`config.mk`:
```
export PLATFORM = sky130hd
export DESIGN_NAME = fat32_directory_entry_search_flat
export DESIGN_NICKNAME = d
export VERILOG_FILES = /design/src/hdl/fds_pkg.sv /design/src/hdl/fds_if.sv /design/src/hdl/fat32_directory_entry_search.sv /design/src/flat_wrapper.sv
export SDC_FILE = /design/constraint.sdc
export NUM_CORES = 1
export LEC_CHECK = 0
export ABC_AREA = 1
export BUFFER_PORTS_ARGS = -buffer_cell sky130_fd_sc_hd__buf_2
export CAP_MARGIN = 20
export CORE_MARGIN = 2
export CORE_UTILIZATION = 39
export CTS_BUF_LIST = sky130_fd_sc_hd__clkbuf_8 sky130_fd_sc_hd__clkbuf_16
export CTS_CLUSTER_SIZE = 25
export DETAILED_ROUTE_END_ITERATION = 10
export PLACE_DENSITY_LB_ADDON = 0.2
export SETUP_SLACK_MARGIN = 0.2
export SLEW_MARGIN = 20
export SYNTH_ARGS = -nofsm -noshare
export SYNTH_HDL_FRONTEND = slang
export SYNTH_SLANG_ARGS = --single-unit
export TNS_END_PERCENT = 20
```
`constraint.sdc`:
```
create_clock -name clk -period 6.08 [get_ports clk]
set_clock_uncertainty 0.1 [all_clocks]
set_input_delay 1.824 -clock clk [delete_from_list [all_inputs] [get_ports clk]]
set_output_delay 1.824 -clock clk [all_outputs]
set_load 0.02 [all_outputs]
```
`src/hdl/fds_pkg.sv`:
```
// Shared types and constants for the FAT32 directory entry search block.
package fds_pkg;

  // Result status codes
  typedef enum logic [1:0] {
    STAT_FOUND     = 2'd0,
    STAT_END       = 2'd1,
    STAT_EXHAUSTED = 2'd2
  } status_t;

  // Configuration register indexes
  typedef enum logic [1:0] {
    CFG_NAME_LOW  = 2'd0,
    CFG_NAME_HIGH = 2'd1,
    CFG_DIR_ONLY  = 2'd2
  } cfg_index_t;

  localparam int unsigned CfgDataW   = 64;
  localparam int unsigned NameLowW   = 64;
  localparam int unsigned NameHighW  = 24;
  localparam int unsigned NameBytes  = 11;

  // Directory entry byte values
  localparam logic [7:0] BYTE_END_MARK = 8'h00;
  localparam logic [7:0] BYTE_DELETED  = 8'hE5;
  localparam logic [7:0] ATTR_LFN      = 8'h0F;
  localparam int unsigned AttrDirBit   = 4;    // attribute bit 0x10

  // Byte positions inside a 32-byte entry
  typedef logic [4:0] offset_t;
  localparam offset_t OFF_FIRST    = 5'd0;
  localparam offset_t OFF_ATTR     = 5'd11;
  localparam offset_t OFF_CLUS_HI0 = 5'd20;
  localparam offset_t OFF_CLUS_HI1 = 5'd21;
  localparam offset_t OFF_CLUS_LO0 = 5'd26;
  localparam offset_t OFF_CLUS_LO1 = 5'd27;
  localparam offset_t OFF_SIZE0    = 5'd28;
  localparam offset_t OFF_LAST     = 5'd31;

endpackage

```
`src/hdl/fds_if.sv`:
```
// Valid/ready channel interfaces for directory bytes and search results.
interface fds_in_if
  import fds_pkg::*;
();
  logic       valid;
  logic       ready;
  logic [7:0] data_byte;
  logic       restart;
  logic       last_byte;

  modport source (output valid, output data_byte, output restart, output last_byte,
                  input ready);
  modport sink   (input valid, input data_byte, input restart, input last_byte,
                  output ready);
endinterface

interface fds_out_if
  import fds_pkg::*;
();
  logic        valid;
  logic        ready;
  status_t     status;
  logic [31:0] first_cluster;
  logic [31:0] entry_size;

  modport source (output valid, output status, output first_cluster, output entry_size,
                  input ready);
  modport sink   (input valid, input status, input first_cluster, input entry_size,
                  output ready);
endinterface

```
`src/hdl/fat32_directory_entry_search.sv`:
```
// FAT32 directory entry search: byte-stream scan of 32-byte short-name entries.
//
//  Channel   Dir  Payload                               Handshake
//  in_chan   in   data_byte[8], restart, last_byte      valid/ready
//  out_chan  out  status[2], first_cluster[32],
//                 entry_size[32]                        valid/ready
//  cfg_*     in   cfg_index[2], cfg_wdata[64]           cfg_we, no wait
//
// One byte is taken per cycle while in_chan.ready is high; each transfer updates the entry
// state in the same cycle and a result appears in the output register in the cycle after.
// While a result waits in the output register and out_chan.ready is low,
// in_chan.ready is low for every byte, including bytes that would be ignored.
// Reset (synchronous, rst_n low) clears the scan state, the configuration registers and the output valid flag.
module fat32_directory_entry_search
  import fds_pkg::*;
(
  input  logic                clk,
  input  logic                rst_n,
  fds_in_if.sink              in_chan,
  fds_out_if.source           out_chan,
  input  logic                cfg_we,
  input  logic [1:0]          cfg_index,
  input  logic [CfgDataW-1:0] cfg_wdata
);

  // Configuration registers
  logic [NameLowW-1:0]  name_low_r;
  logic [NameHighW-1:0] name_high_r;
  logic                 dir_only_r;

  // Scan state
  offset_t     offset_r,   offset_nxt;
  logic        name_ok_r,  name_ok_nxt;
  logic        skip_r,     skip_nxt;
  logic        is_dir_r,   is_dir_nxt;
  logic [15:0] clus_hi_r,  clus_hi_nxt;
  logic [15:0] clus_lo_r,  clus_lo_nxt;
  logic [31:0] size_r,     size_nxt;
  logic        done_r,     done_nxt;

  // Result register
  logic        out_valid_r, out_valid_nxt;
  status_t     status_r,    status_nxt;
  logic [31:0] cluster_r,   cluster_nxt;
  logic [31:0] esize_r,     esize_nxt;

  logic        in_xfer;
  logic        emit;
  logic [7:0]  b;
  offset_t     off;
  logic        done_eff;
  logic [7:0]  name_bytes [NameBytes];
  logic [3:0]  name_idx;
  logic        want_match;

  assign in_chan.ready = !out_valid_r || out_chan.ready;
  assign in_xfer       = in_chan.valid && in_chan.ready;
  assign b             = in_chan.data_byte;

  // Target name as a byte array
  always_comb begin
    for (int i = 0; i < 8; i++) begin
      name_bytes[i] = name_low_r[i*8 +: 8];
    end
    for (int i = 0; i < 3; i++) begin
      name_bytes[8+i] = name_high_r[i*8 +: 8];
    end
  end

  // Restart rewinds the offset and reopens the scan on this same byte
  assign off      = in_chan.restart ? OFF_FIRST : offset_r;
  assign done_eff = in_chan.restart ? 1'b0 : done_r;
  assign name_idx = (off < offset_t'(NameBytes)) ? off[3:0] : 4'd0;

  // Per-byte entry processing
  always_comb begin
    offset_nxt    = offset_r;
    name_ok_nxt   = name_ok_r;
    skip_nxt      = skip_r;
    is_dir_nxt    = is_dir_r;
    clus_hi_nxt   = clus_hi_r;
    clus_lo_nxt   = clus_lo_r;
    size_nxt      = size_r;
    done_nxt      = done_r;
    emit          = 1'b0;
    status_nxt    = STAT_EXHAUSTED;
    cluster_nxt   = '0;
    esize_nxt     = '0;
    want_match    = 1'b0;

    if (in_xfer) begin
      offset_nxt = off;
      done_nxt   = done_eff;
      if (!done_eff) begin
        if (off == OFF_FIRST && b == BYTE_END_MARK) begin
          // End-of-directory marker
          emit       = 1'b1;
          status_nxt = STAT_END;
          done_nxt   = 1'b1;
        end else begin
          if (off == OFF_FIRST) begin
            skip_nxt    = (b == BYTE_DELETED);
            name_ok_nxt = 1'b1;
          end
          if (off < offset_t'(NameBytes)) begin
            if (b != name_bytes[name_idx]) begin
              name_ok_nxt = 1'b0;
            end
          end else if (off == OFF_ATTR) begin
            if (b == ATTR_LFN) begin
              skip_nxt = 1'b1;
            end
            is_dir_nxt = b[AttrDirBit];
          end else if (off == OFF_CLUS_HI0) begin
            clus_hi_nxt[7:0] = b;
          end else if (off == OFF_CLUS_HI1) begin
            clus_hi_nxt[15:8] = b;
          end else if (off == OFF_CLUS_LO0) begin
            clus_lo_nxt[7:0] = b;
          end else if (off == OFF_CLUS_LO1) begin
            clus_lo_nxt[15:8] = b;
          end else if (off >= OFF_SIZE0) begin
            size_nxt[off[1:0]*8 +: 8] = b;
          end

          offset_nxt = off + 5'd1;
          want_match = (is_dir_nxt == dir_only_r);

          // Report a match when an entry completes, else stop at the end of data on any byte
          if (off == OFF_LAST && !skip_nxt && name_ok_nxt && want_match) begin
            emit        = 1'b1;
            status_nxt  = STAT_FOUND;
            cluster_nxt = {clus_hi_nxt, clus_lo_nxt};
            esize_nxt   = size_nxt;
            done_nxt    = 1'b1;
          end else if (in_chan.last_byte) begin
            emit       = 1'b1;
            status_nxt = STAT_EXHAUSTED;
            done_nxt   = 1'b1;
          end
        end
      end
    end
  end

  // Output slot: filled by a result, freed by a transfer
  always_comb begin
    if (emit) begin
      out_valid_nxt = 1'b1;
    end else if (out_chan.ready) begin
      out_valid_nxt = 1'b0;
    end else begin
      out_valid_nxt = out_valid_r;
    end
  end

  // Control and configuration registers
  always_ff @(posedge clk) begin
    if (!rst_n) begin
      name_low_r  <= '0;
      name_high_r <= '0;
      dir_only_r  <= 1'b0;
      offset_r    <= OFF_FIRST;
      name_ok_r   <= 1'b1;
      skip_r      <= 1'b0;
      is_dir_r    <= 1'b0;
      clus_hi_r   <= '0;
      clus_lo_r   <= '0;
      size_r      <= '0;
      done_r      <= 1'b0;
      out_valid_r <= 1'b0;
    end else begin
      offset_r    <= offset_nxt;
      name_ok_r   <= name_ok_nxt;
      skip_r      <= skip_nxt;
      is_dir_r    <= is_dir_nxt;
      clus_hi_r   <= clus_hi_nxt;
      clus_lo_r   <= clus_lo_nxt;
      size_r      <= size_nxt;
      done_r      <= done_nxt;
      out_valid_r <= out_valid_nxt;
      if (cfg_we) begin
        unique case (cfg_index_t'(cfg_index))
          CFG_NAME_LOW:  name_low_r  <= cfg_wdata[NameLowW-1:0];
          CFG_NAME_HIGH: name_high_r <= cfg_wdata[NameHighW-1:0];
          CFG_DIR_ONLY:  dir_only_r  <= cfg_wdata[0];
          default: ;
        endcase
      end
    end
  end

  // Result payload
  always_ff @(posedge clk) begin
    if (emit) begin
      status_r  <= status_nxt;
      cluster_r <= cluster_nxt;
      esize_r   <= esize_nxt;
    end
  end

  assign out_chan.valid         = out_valid_r;
  assign out_chan.status        = status_r;
  assign out_chan.first_cluster = cluster_r;
  assign out_chan.entry_size    = esize_r;

endmodule
```
`src/flat_wrapper.sv`:
```
// flat-port wrapper written by rule: the top's interface ports become plain ports
module fat32_directory_entry_search_flat import fds_pkg::*;
  (clk, rst_n, cfg_we, cfg_index, cfg_wdata, in_chan_valid, in_chan_data_byte, in_chan_restart, in_chan_last_byte, in_chan_ready, out_chan_valid, out_chan_status, out_chan_first_cluster, out_chan_entry_size, out_chan_ready);
  fds_in_if in_chan_i ();
  fds_out_if out_chan_i ();
  input  logic clk;
  input  logic rst_n;
  input  logic cfg_we;
  input  logic [1:0] cfg_index;
  input  logic [CfgDataW-1:0] cfg_wdata;
  input wire logic [$bits(in_chan_i.valid)-1:0] in_chan_valid;
  input wire logic [$bits(in_chan_i.data_byte)-1:0] in_chan_data_byte;
  input wire logic [$bits(in_chan_i.restart)-1:0] in_chan_restart;
  input wire logic [$bits(in_chan_i.last_byte)-1:0] in_chan_last_byte;
  output wire logic [$bits(in_chan_i.ready)-1:0] in_chan_ready;
  output wire logic [$bits(out_chan_i.valid)-1:0] out_chan_valid;
  output wire logic [$bits(out_chan_i.status)-1:0] out_chan_status;
  output wire logic [$bits(out_chan_i.first_cluster)-1:0] out_chan_first_cluster;
  output wire logic [$bits(out_chan_i.entry_size)-1:0] out_chan_entry_size;
  input wire logic [$bits(out_chan_i.ready)-1:0] out_chan_ready;
  assign in_chan_i.valid = in_chan_valid;
  assign in_chan_i.data_byte = in_chan_data_byte;
  assign in_chan_i.restart = in_chan_restart;
  assign in_chan_i.last_byte = in_chan_last_byte;
  assign in_chan_ready = in_chan_i.ready;
  assign out_chan_valid = out_chan_i.valid;
  assign out_chan_status = out_chan_i.status;
  assign out_chan_first_cluster = out_chan_i.first_cluster;
  assign out_chan_entry_size = out_chan_i.entry_size;
  assign out_chan_i.ready = out_chan_ready;
  fat32_directory_entry_search u_core (.clk(clk), .rst_n(rst_n), .in_chan(in_chan_i), .out_chan(out_chan_i), .cfg_we(cfg_we), .cfg_index(cfg_index), .cfg_wdata(cfg_wdata));
endmodule
```
==> results of run 1 <==
[Yosys cell counts (11+ instances only)]
cell type  number  area share [%]
o211ai_1       28             2.1
o41ai_1        11            0.94
dfxtp_1       163              32
nand2_1       212             7.8
a21oi_1        80             3.9
clkbuf_1       56             2.1
nor2_1        238             8.7
o21ai_0       169             8.3
inv_1          77             2.8
mux2i_1        14             1.4
edfxtp_1       66              19
buf_2          20            0.98
nand3_1        93             4.6
[cell families (layout without fill, tap and decap cells)]
family                   count (synthesis)  in the layout  synth area share, %
adder cells (fa/ha/maj)                  7              7               0.8576
multiplexers                            14             14                1.372
AO/OA/AOI/OAI                          297            297                15.79
flip-flops                             229            229                51.36
AND/OR/NAND/NOR                        581            581                24.06
XOR/XNOR                                 1              1              0.08578
buffers and inverters                  166            293                6.469
[flip-flops by register name (all words and copies together) (netlist names)]
name / flops
u_core.name_high_r: 24
u_core.size_r: 32
u_core.done_r: 1
u_core.out_chan.first_cluster: 32
u_core.out_chan.valid: 1
u_core.out_chan.status: 2
u_core.out_chan.entry_size: 32
u_core.clus_hi_r: 16
u_core.clus_lo_r: 16
u_core.name_low_r: 64
u_core.skip_r: 1
u_core.offset_r: 5
u_core.name_ok_r: 1
u_core.is_dir_r: 1
u_core.dir_only_r: 1
[power breakdown]
part / internal, mW / switching [mW]
Clock: 1.00 / 0.638
Combinational: 0.0978 / 0.221
Sequential: 1.63 / 0.0304
[worst register-to-register path, cell delays in order, from the launching register on]
cell,delay (ns)
dfxtp_1,0.36
inv_1,0.08
nand3_2,0.11
inv_2,0.06
nand2_1,0.12
nand3_4,0.40
inv_2,0.37
nand2_1,0.08
nand3_1,0.09
nand2_1,0.08
nand2_1,0.07
nand2_1,0.08
nand2_1,0.07
nand2_1,0.04
nand2_1,0.07
nand2_1,0.06
nor2_1,0.09
nand2_1,0.08
nand2_2,0.11
nand4_2,0.72
nor2_1,0.44
[per-layer routing]
layer  vias to the layer above  share of wire, %  track usage (%)
met5                         -                 0                0
met4                         0               3.1            6.163
met3                        63               5.2            3.098
met2                       287                46            33.66
met1                      4267                46            28.93
li1                       4565                 -                -
[through the flow]
step	hold slack [ns]	cell area, um^2	total power, mW	util, %
2_1_floorplan	0.3245	10210	1.897	-
3_3_place_gp	0.3485	11150	2.009	43.04
3_5_place_dp	0.3529	11150	2.013	43.04
4_1_cts	0.3622	12060	3.650	46.55
5_1_grt	0.3828	12060	3.758	46.56
6_report	0.3624	12060	3.619	46.56
[final cells by class]
type	count	area (um^2)
fill	2593	13850
sequential	229	5245
multi-input combinational	900	4324
timing repair buffer	160	843.3
clock buffer	30	705.7
tap	335	419.2
inverter	85	321.6
clock inverter	18	205.2
[worst min-delay path by stage]
| stage | from | endpoint | cells past startpoint |
|---|---|---|---|
| 5_1_grt | u_core.size_r[0]$_SDFFE_PN0P_ | u_core.size_r[0]$_SDFFE_PN0P_ | 2 |
| 3_5_place_dp | u_core.clus_hi_r[7]$_SDFFE_PN0P_ | u_core.clus_hi_r[7]$_SDFFE_PN0P_ | 2 |
| 6_report | u_core.clus_hi_r[7]$_SDFFE_PN0P_ | u_core.clus_hi_r[7]$_SDFFE_PN0P_ | 2 |
| 2_1_floorplan | u_core.name_high_r[14]$_SDFFE_PN0P_ | u_core.name_high_r[14]$_SDFFE_PN0P_ | 2 |
| 3_3_place_gp | u_core.clus_hi_r[6]$_SDFFE_PN0P_ | u_core.clus_hi_r[6]$_SDFFE_PN0P_ | 2 |
| 4_1_cts | u_core.clus_hi_r[7]$_SDFFE_PN0P_ | u_core.clus_hi_r[7]$_SDFFE_PN0P_ | 2 |
==> results_dict.tcl, run 1 <==
set metrics [dict create \
    hold_buffers 0 \
    yosys_warnings 0 \
    startpoint "in_chan_restart" \
    fin_ws_ns 1.012 \
    die_x_um 165.8 \
    cp.depth 21 \
    cp_max_fo 46 \
    place_ws_ns 0.3978 \
    fin_crit_sh_pct 83.36 \
    cts-buffers-inserted 26 \
    required_ns 6.32 \
    end_kind "flop" \
    hp-class "reg2reg" \
    critPathCapture "u_core.out_chan.first_cluster[2]$_SDFFCE_PP0P_" \
    clock-root-buffer "clkbuf_16" \
    overflow 0 \
    cp_common_cell "nand2_1" \
    post_cts_resize_count 0 \
    p_per_area_nw_per_um2 300.0 \
    tritoncts "yes" \
    cts-htree-levels 1 \
    grt_usage_pct 20.80 \
    grt_first_pass_wirelength_um 47160 \
    path_cells "buf_2 > inv_2 > nand3_1 > inv_1 > nand2_1 > nand3_4 > inv_2 > nand2_1 > nand3_1 > nand2_1 > nand2_1 > nand2_1 > nand2_1 > nand2_1 > nand2_1 > nand2_1 > nor2_1 > nand2_1 > nand2_2 > nand4_2 > nor2_1" \
    max_stage_delay_ns 0.72 \
    portBuffers 148 \
    fin_crit_ns 5.068 \
    yosysSeqAreaShare_pct 51.36 \
    synthFlopType "dfxtp_1" \
    detail-route-antenna-nets 0 \
    cts.path.max_buffers 3 \
    via_per_inst 5.226 \
    start_util_pct 39.41 \
    max-vdd-ir-drop_mv 0.1931 \
    layout_common_cells "nor2_1, nand2_1, o21ai_0" \
    p_leak_nw 5.213 \
    insertion_delay_ns 0.54 \
    cts_setup_buffers 0 \
    die_y_um 165.8 \
    drive_gt1_share_pct 16.53 \
    synth_nets 1383 \
    status "completed" \
    worst_slew_pin_slew_ns 0.9792 \
    synthArstFlopShare_pct 0 \
    rsz0062_at_grt "no" \
    dieArea_um2 27500 \
    r2r_slack_ns 2.19 \
    drtIter0Drc 588 \
    rr_endpoint "u_core.out_chan.first_cluster[2]$_SDFFCE_PP0P_" \
    synth_cells 1295 \
    io_pins 149 \
    reg2reg_from "u_core.offset_r[2]$_SDFFE_PN0P_" \
    wirelength_um 29250 \
    fin_tns_setup_ns 0 \
    max_cap_viol_count 0 \
    route.detailed.drc 0 \
    grt_max_degree 82 \
    antenna_found_initial 0 \
    path_class "in2reg" \
    hold_viol 0 \
    final-setup-viol-count 0 \
    core-area_um2 25910 \
    grt_pass1_vias 8672 \
    final-instance-count-excl-fill 1757 \
    slew_viol_final 0 \
    place.gp.congestion 0.8910 \
    firstDrtPassIters 7 \
    row_count 59 \
    start_kind "input port" \
    synth_cell_type_count 39 \
    place_inst 1709 \
    hpwl_um 19560 \
    area_delta_synth_final_pct 18.13 \
    nets 1490 \
    clk_pin_slew_ns 0.06 \
    final_common_cell "nor2_1" \
    cpMaxStageDelayCell "nand4_2" \
    syn-mean-instance-area_um2 7.886 \
    worst-r2r-cell-count 20 \
    arrival_ns 5.31 \
    cts.sink_count 229 \
    critPathTopFamily "simple AND/OR/NAND/NOR gates" \
    synth_edf_count 66 \
    wl_per_cell_um 16.65 \
    mappedNetlistArea_um2 10210 \
    critical_path_buf_inv_count 4 \
    n_antenna_cell 0 \
    dr_total_vias 9182 \
    relSlewSlack_pct 34.36 \
    fmax_ghz 0.1973 \
    ys_seq_elements 229 \
]
(Power assumes the default switching activity.)
==> run 2, diff against run 1 <==
- clock period: 6.08 -> 5.1 ns (I/O delays scaled with it)
==> run 2 against run 1 <==
Net effect: critical path depth fell by 1; flip-flop and latch count did not move; worst hold slack got worse by 0.0055 ns; sequential power rose by 19%; final cell count rose by 0.34%; highest routed layer unchanged; routed wire length fell by 0.47%; setup slack got worse by 0.35 ns.
==> results_dict.tcl, run 2 (synthesis gave the netlist of run 1 again) <==
set metrics [dict create \
    cts.sink_count 229 \
    slew_viol_final 0 \
    n_antenna_cell 0 \
    status "completed" \
    grt_usage_pct 20.60 \
    cts_setup_buffers 0 \
    cp_common_cell "nand2_1" \
    relSlewSlack_pct 34.90 \
    clk_pin_slew_ns 0.06 \
    p_leak_nw 5.192 \
    clock-root-buffer "clkbuf_16" \
    wl_met2_um 13470 \
    cts.path.max_buffers 3 \
    final_common_cell "nor2_1" \
    cts-htree-levels 1 \
    final-setup-viol-count 0 \
    max-vdd-ir-drop_mv 0.2280 \
    die_x_um 165.8 \
    highest_layer "met4" \
    max_cap_viol_count 0 \
    area_delta_synth_final_pct 17.41 \
    detail-route-antenna-nets 0 \
    hp-class "reg2reg" \
    whs_ns 0.3569 \
    hold_viol 0 \
    largest_register_ffs 64 \
    wirelength_um 29110 \
    overflow 0 \
    grt_max_degree 78 \
    grt_first_pass_wirelength_um 46230 \
    row_count 59 \
    place.gp.congestion 0.9052 \
    worst_slew_pin_slew_ns 0.9755 \
    nFillCells 2638 \
    via_per_inst 5.144 \
    cpMaxStageDelayCell "nand2_1" \
    nets 1497 \
    route.detailed.drc 0 \
    fin_tns_setup_ns 0 \
    portBuffers 148 \
    max_stage_delay_ns 0.44 \
    start_util_pct 39.41 \
    fin_crit_ns 4.435 \
    path_class "in2reg" \
    p_per_area_nw_per_um2 338.9 \
    hpwl_um 19700 \
    regMostFlops "u_core.name_low_r" \
    drive_gt1_share_pct 16.60 \
    wl_met3_um 1536 \
    layout_common_cells "nor2_1, nand2_1, o21ai_0" \
    post_cts_resize_count 0 \
    firstDrtPassIters 5 \
    end_kind "flop" \
    wl_per_cell_um 16.51 \
    drtIter0Drc 726 \
    fmax_ghz 0.2255 \
    dr_total_vias 9069 \
    antenna_found_initial 0 \
    grt_pass1_vias 8486 \
    path_cells "buf_2 > inv_2 > nand2_2 > nand2_4 > nor2_8 > nand2_1 > inv_2 > nand3_1 > nand3_1 > nand3_1 > nand2_1 > nand2_1 > nor2_1 > nand2_1 > nand2_2 > nand3_2 > nand3_1 > nand2_1 > clkinvlp_4 > buf_12" \
    cts-buffers-inserted 25 \
    tritoncts "yes" \
    start_kind "input port" \
    die_y_um 165.8 \
    arrival_ns 4.53 \
    dieArea_um2 27500 \
    io_pins 149 \
    rsz0062_at_grt "no" \
    required_ns 5.19 \
    insertion_delay_ns 0.53 \
    core-area_um2 25910 \
    fin_crit_sh_pct 86.97 \
    cp_max_fo 66 \
    wl_met1_um 13440 \
    hold_buffers 0 \
]
run 2: report_power, final:
part | internal [mW] | total, mW | switching, mW
sequential | 1.95 | 1.98 | 0.0375
combinational | 0.120 | 0.383 | 0.263
clock | 0.974 | 1.70 | 0.722
run 2: final timing paths:
check / endpoint / slack (ns) / start / cells after the start
max: u_core.out_chan.entry_size[28]$_SDFFCE_PP0P_ / 0.66 / in_chan_restart / 20
min: u_core.name_high_r[2]$_SDFFE_PN0P_ / 0.36 / u_core.name_high_r[2]$_SDFFE_PN0P_ / 2
max reg2reg: u_core.out_chan.entry_size[28]$_SDFFCE_PP0P_ / 1.54 / u_core.offset_r[3]$_SDFFE_PN0P_ / 19
min reg2reg: u_core.name_high_r[2]$_SDFFE_PN0P_ / 0.36 / u_core.name_high_r[2]$_SDFFE_PN0P_ / 2
run 2: final cells by class:
cell class	count	area, um^2	share of cell area, %
clock buffers	31	708.2	5.906
multi-input cells	900	4324	36.06
inverters	85	324.1	2.703
well taps	335	419.2	3.496
flip-flops and latches	229	5245	43.74
clock inverters	15	66.31	0.5531
repair buffers	168	903.4	7.534
run 2: worst max-delay path: cells and delay by family:
family                 cells  cell delay [ns]
and+or+nand+nor           15             2.01
buffers and inverters      5             0.94
run 2: routing by layer:
layer,track usage [%],up-vias
li1,-,4575
met1,28.97,4176
met2,33.36,269
met3,2.908,49
met4,5.595,0
met5,0,-
run 2: stage by stage:
step                      utilization [%]  instance area (um^2)  power, mW  std cells  setup WS, ns
after global routing                46.27                 11990      4.217       1763        0.3484
after detailed placement            43.29                 11220      2.402       1717        0.1894
after global placement              43.29                 11220      2.398       1717        0.2698
final                               46.27                 11990      4.063       1763        0.6645
after CTS                           46.27                 11990      4.092       1763        0.7276
after floorplan                         -                 10220      2.261       1295        0.2558
==> run 3, diff against run 2 <==
- BUFFER_PORTS_ARGS: -buffer_cell sky130_fd_sc_hd__buf_2 -> -buffer_cell sky130_fd_sc_hd__buf_4
==> run 3 against run 2 <==
Net effect: flip-flop and latch count unchanged; critical path depth increased by 2; critical endpoint is now u_core.out_chan.first_cluster[27]$_SDFFCE_PP0P_; sequential share of layout area decreased by 1.7 points; register-to-register slack got worse by 0.02 ns; setup slack improved by 0.10 ns; clock power increased by 11%; clock-buffer cell count decreased by 4; power increased by 5.0%; global-route usage increased by 0.40 points.
==> results_dict.tcl, run 3 (synthesis gave the netlist of run 1 again) <==
set metrics [dict create \
    nFillCells 2551 \
    die_y_um 165.8 \
    hp-class "reg2reg" \
    cts.sink_count 229 \
    slew_viol_final 0 \
    path_cells "buf_4 > inv_2 > nand2_2 > nand2_4 > nor2_8 > nand2_2 > nand3_1 > nand3_1 > nand3_1 > nand2_1 > nand2_1 > nand2_1 > inv_1 > nand2_1 > nor2_1 > nand2_1 > nand2_2 > nand3_2 > nand3_1 > nand2_1 > clkinvlp_4 > buf_12" \
    clock-root-buffer "clkbuf_16" \
    critical_path_buf_inv_count 5 \
    firstDrtPassIters 5 \
    critPathTopFamily "simple AND/OR/NAND/NOR gates" \
    regMostFlops "u_core.name_low_r" \
    drtIter0Drc 803 \
    required_ns 5.19 \
    overflow 0 \
    start_util_pct 39.41 \
    final-setup-viol-count 0 \
    clock_power_share_pct 44.0 \
    final_common_cell "nor2_1" \
    cp_max_fo 66 \
    cts-buffers-inserted 25 \
    cpMaxStageDelayCell "nand2_2" \
    start_kind "input port" \
    via_per_inst 5.227 \
    dieArea_um2 27500 \
    utilization_pct 48.12 \
    drive_gt1_share_pct 16.78 \
    max-vdd-ir-drop_mv 0.2322 \
    max_cap_viol_count 0 \
    path_class "in2reg" \
    grt_pass1_vias 8651 \
    antenna_found_initial 0 \
    nets 1499 \
    max_stage_delay_ns 0.38 \
    tritoncts "yes" \
    fmax_ghz 0.2309 \
    p_per_area_nw_per_um2 342.0 \
    place.gp.congestion 0.9051 \
    switching_power_mw 1.050 \
    fin_tns_setup_ns 0 \
    hpwl_um 19850 \
    end_kind "flop" \
    hold_buffers 0 \
    row_count 59 \
    fin_crit_ns 4.332 \
    grt_usage_pct 21.00 \
    hold_viol 0 \
    dr_total_vias 9225 \
    grt_max_degree 69 \
    clk_pin_slew_ns 0.06 \
    portBuffers 148 \
    largest_register_ffs 64 \
    combinationalPowerShare_pct 9.5 \
    status "completed" \
    cts.path.max_buffers 3 \
    area_delta_synth_final_pct 22.10 \
    wl_per_cell_um 16.68 \
    die_x_um 165.8 \
    p_leak_nw 5.338 \
    internal_power_mw 3.215 \
    insertion_delay_ns 0.55 \
    wirelength_um 29440 \
    route.detailed.drc 0 \
    relSlewSlack_pct 32.24 \
    switching_share_pct 24.61 \
    seq_power_share_pct 46.5 \
    cts-htree-levels 1 \
    detail-route-antenna-nets 0 \
    fin_crit_sh_pct 84.94 \
    n_antenna_cell 0 \
    arrival_ns 4.43 \
    cp_common_cell "nand2_1" \
    io_pins 149 \
    post_cts_resize_count 0 \
    worst_slew_pin_slew_ns 1.015 \
    layout_common_cells "nor2_1, nand2_1, o21ai_0" \
    rsz0062_at_grt "no" \
    cts_setup_buffers 0 \
    core-area_um2 25910 \
    grt_first_pass_wirelength_um 47210 \
]
run 3: cell types whose count changed in the layout (fill, tap and decap cells not counted), sizes merged:
cell	delta
clkinv	-1
buf	+2
clkbuf	-4
clkinvlp	+1
bufinv	+4
run 3: area by class of cell:
type	instances	area [um^2]	share of cell area, %
Clock inverter	19	202.7	1.626
Clock buffer	27	653.1	5.238
Multi-Input combinational cell	900	4324	34.68
Tap cell	335	419.2	3.361
Timing Repair Buffer	170	1301	10.44
Sequential cell	229	5245	42.06
Inverter	85	324.1	2.599
run 3: worst paths after layout:
| path | from | end | slack, ns | cells after the start |
|---|---|---|---|---|
| min | u_core.name_high_r[14]$_SDFFE_PN0P_ | u_core.name_high_r[14]$_SDFFE_PN0P_ | 0.36 | 2 |
| max reg2reg | u_core.offset_r[0]$_SDFFE_PN0P_ | u_core.out_chan.first_cluster[27]$_SDFFCE_PP0P_ | 1.52 | 23 |
| min reg2reg | u_core.name_high_r[14]$_SDFFE_PN0P_ | u_core.name_high_r[14]$_SDFFE_PN0P_ | 0.36 | 2 |
| max | in_chan_restart | u_core.out_chan.first_cluster[27]$_SDFFCE_PP0P_ | 0.77 | 22 |
run 3: power groups by stage:
| stage | logic [mW] | registers [mW] | clock network (mW) |
|---|---|---|---|
| after CTS | 0.405 | 1.98 | 1.91 |
| after global routing | 0.452 | 1.99 | 1.99 |
| after floorplan | 0.238 | 2.02 | 0 |
| final | 0.404 | 1.98 | 1.88 |
| after detailed placement | 0.402 | 2.02 | 0 |
| after global placement | 0.399 | 2.02 | 0 |
run 3: metrics by stage:
step                setup slack (ns)  instance area (um^2)  hold slack, ns  cells  power (mW)
CTS                           0.8013                 12470          0.3547   1765       4.296
detailed placement            0.2634                 11610          0.3464   1719       2.425
global route                  0.4678                 12470          0.3774   1765       4.428
floorplan                     0.2558                 10220          0.3245   1295       2.261
global placement              0.3044                 11610          0.3393   1719       2.421
finish                        0.7682                 12470          0.3559   1765       4.264
run 3: metal layers:
metal  vias to the layer above  part of all wire [%]  track usage [%]
met5                         -                     0                0
met4                         0                   3.3            6.692
met3                        64                   5.9            2.860
met2                       318                    46            34.44
met1                      4266                    45            28.83
li1                       4577                     -                -
run 3: worst register-to-register path, cell delays in order, from the launching register on:
cell and delay [ns]:
dfxtp_1 0.37, inv_1 0.09, nor2_2 0.22, buf_4 0.28
clkinv_1 0.12, buf_4 0.20, nand2_1 0.09, clkinv_2 0.14
nand2_1 0.10, nand2_1 0.07, nand2_1 0.07, nand2_1 0.11
nand3_1 0.10, nand2_1 0.06, inv_1 0.06, nand2_1 0.05
nor2_1 0.11, nand2_1 0.08, nand2_2 0.11, nand3_2 0.08
nand3_1 0.09, nand2_1 0.11, clkinvlp_4 0.10, buf_12 0.30
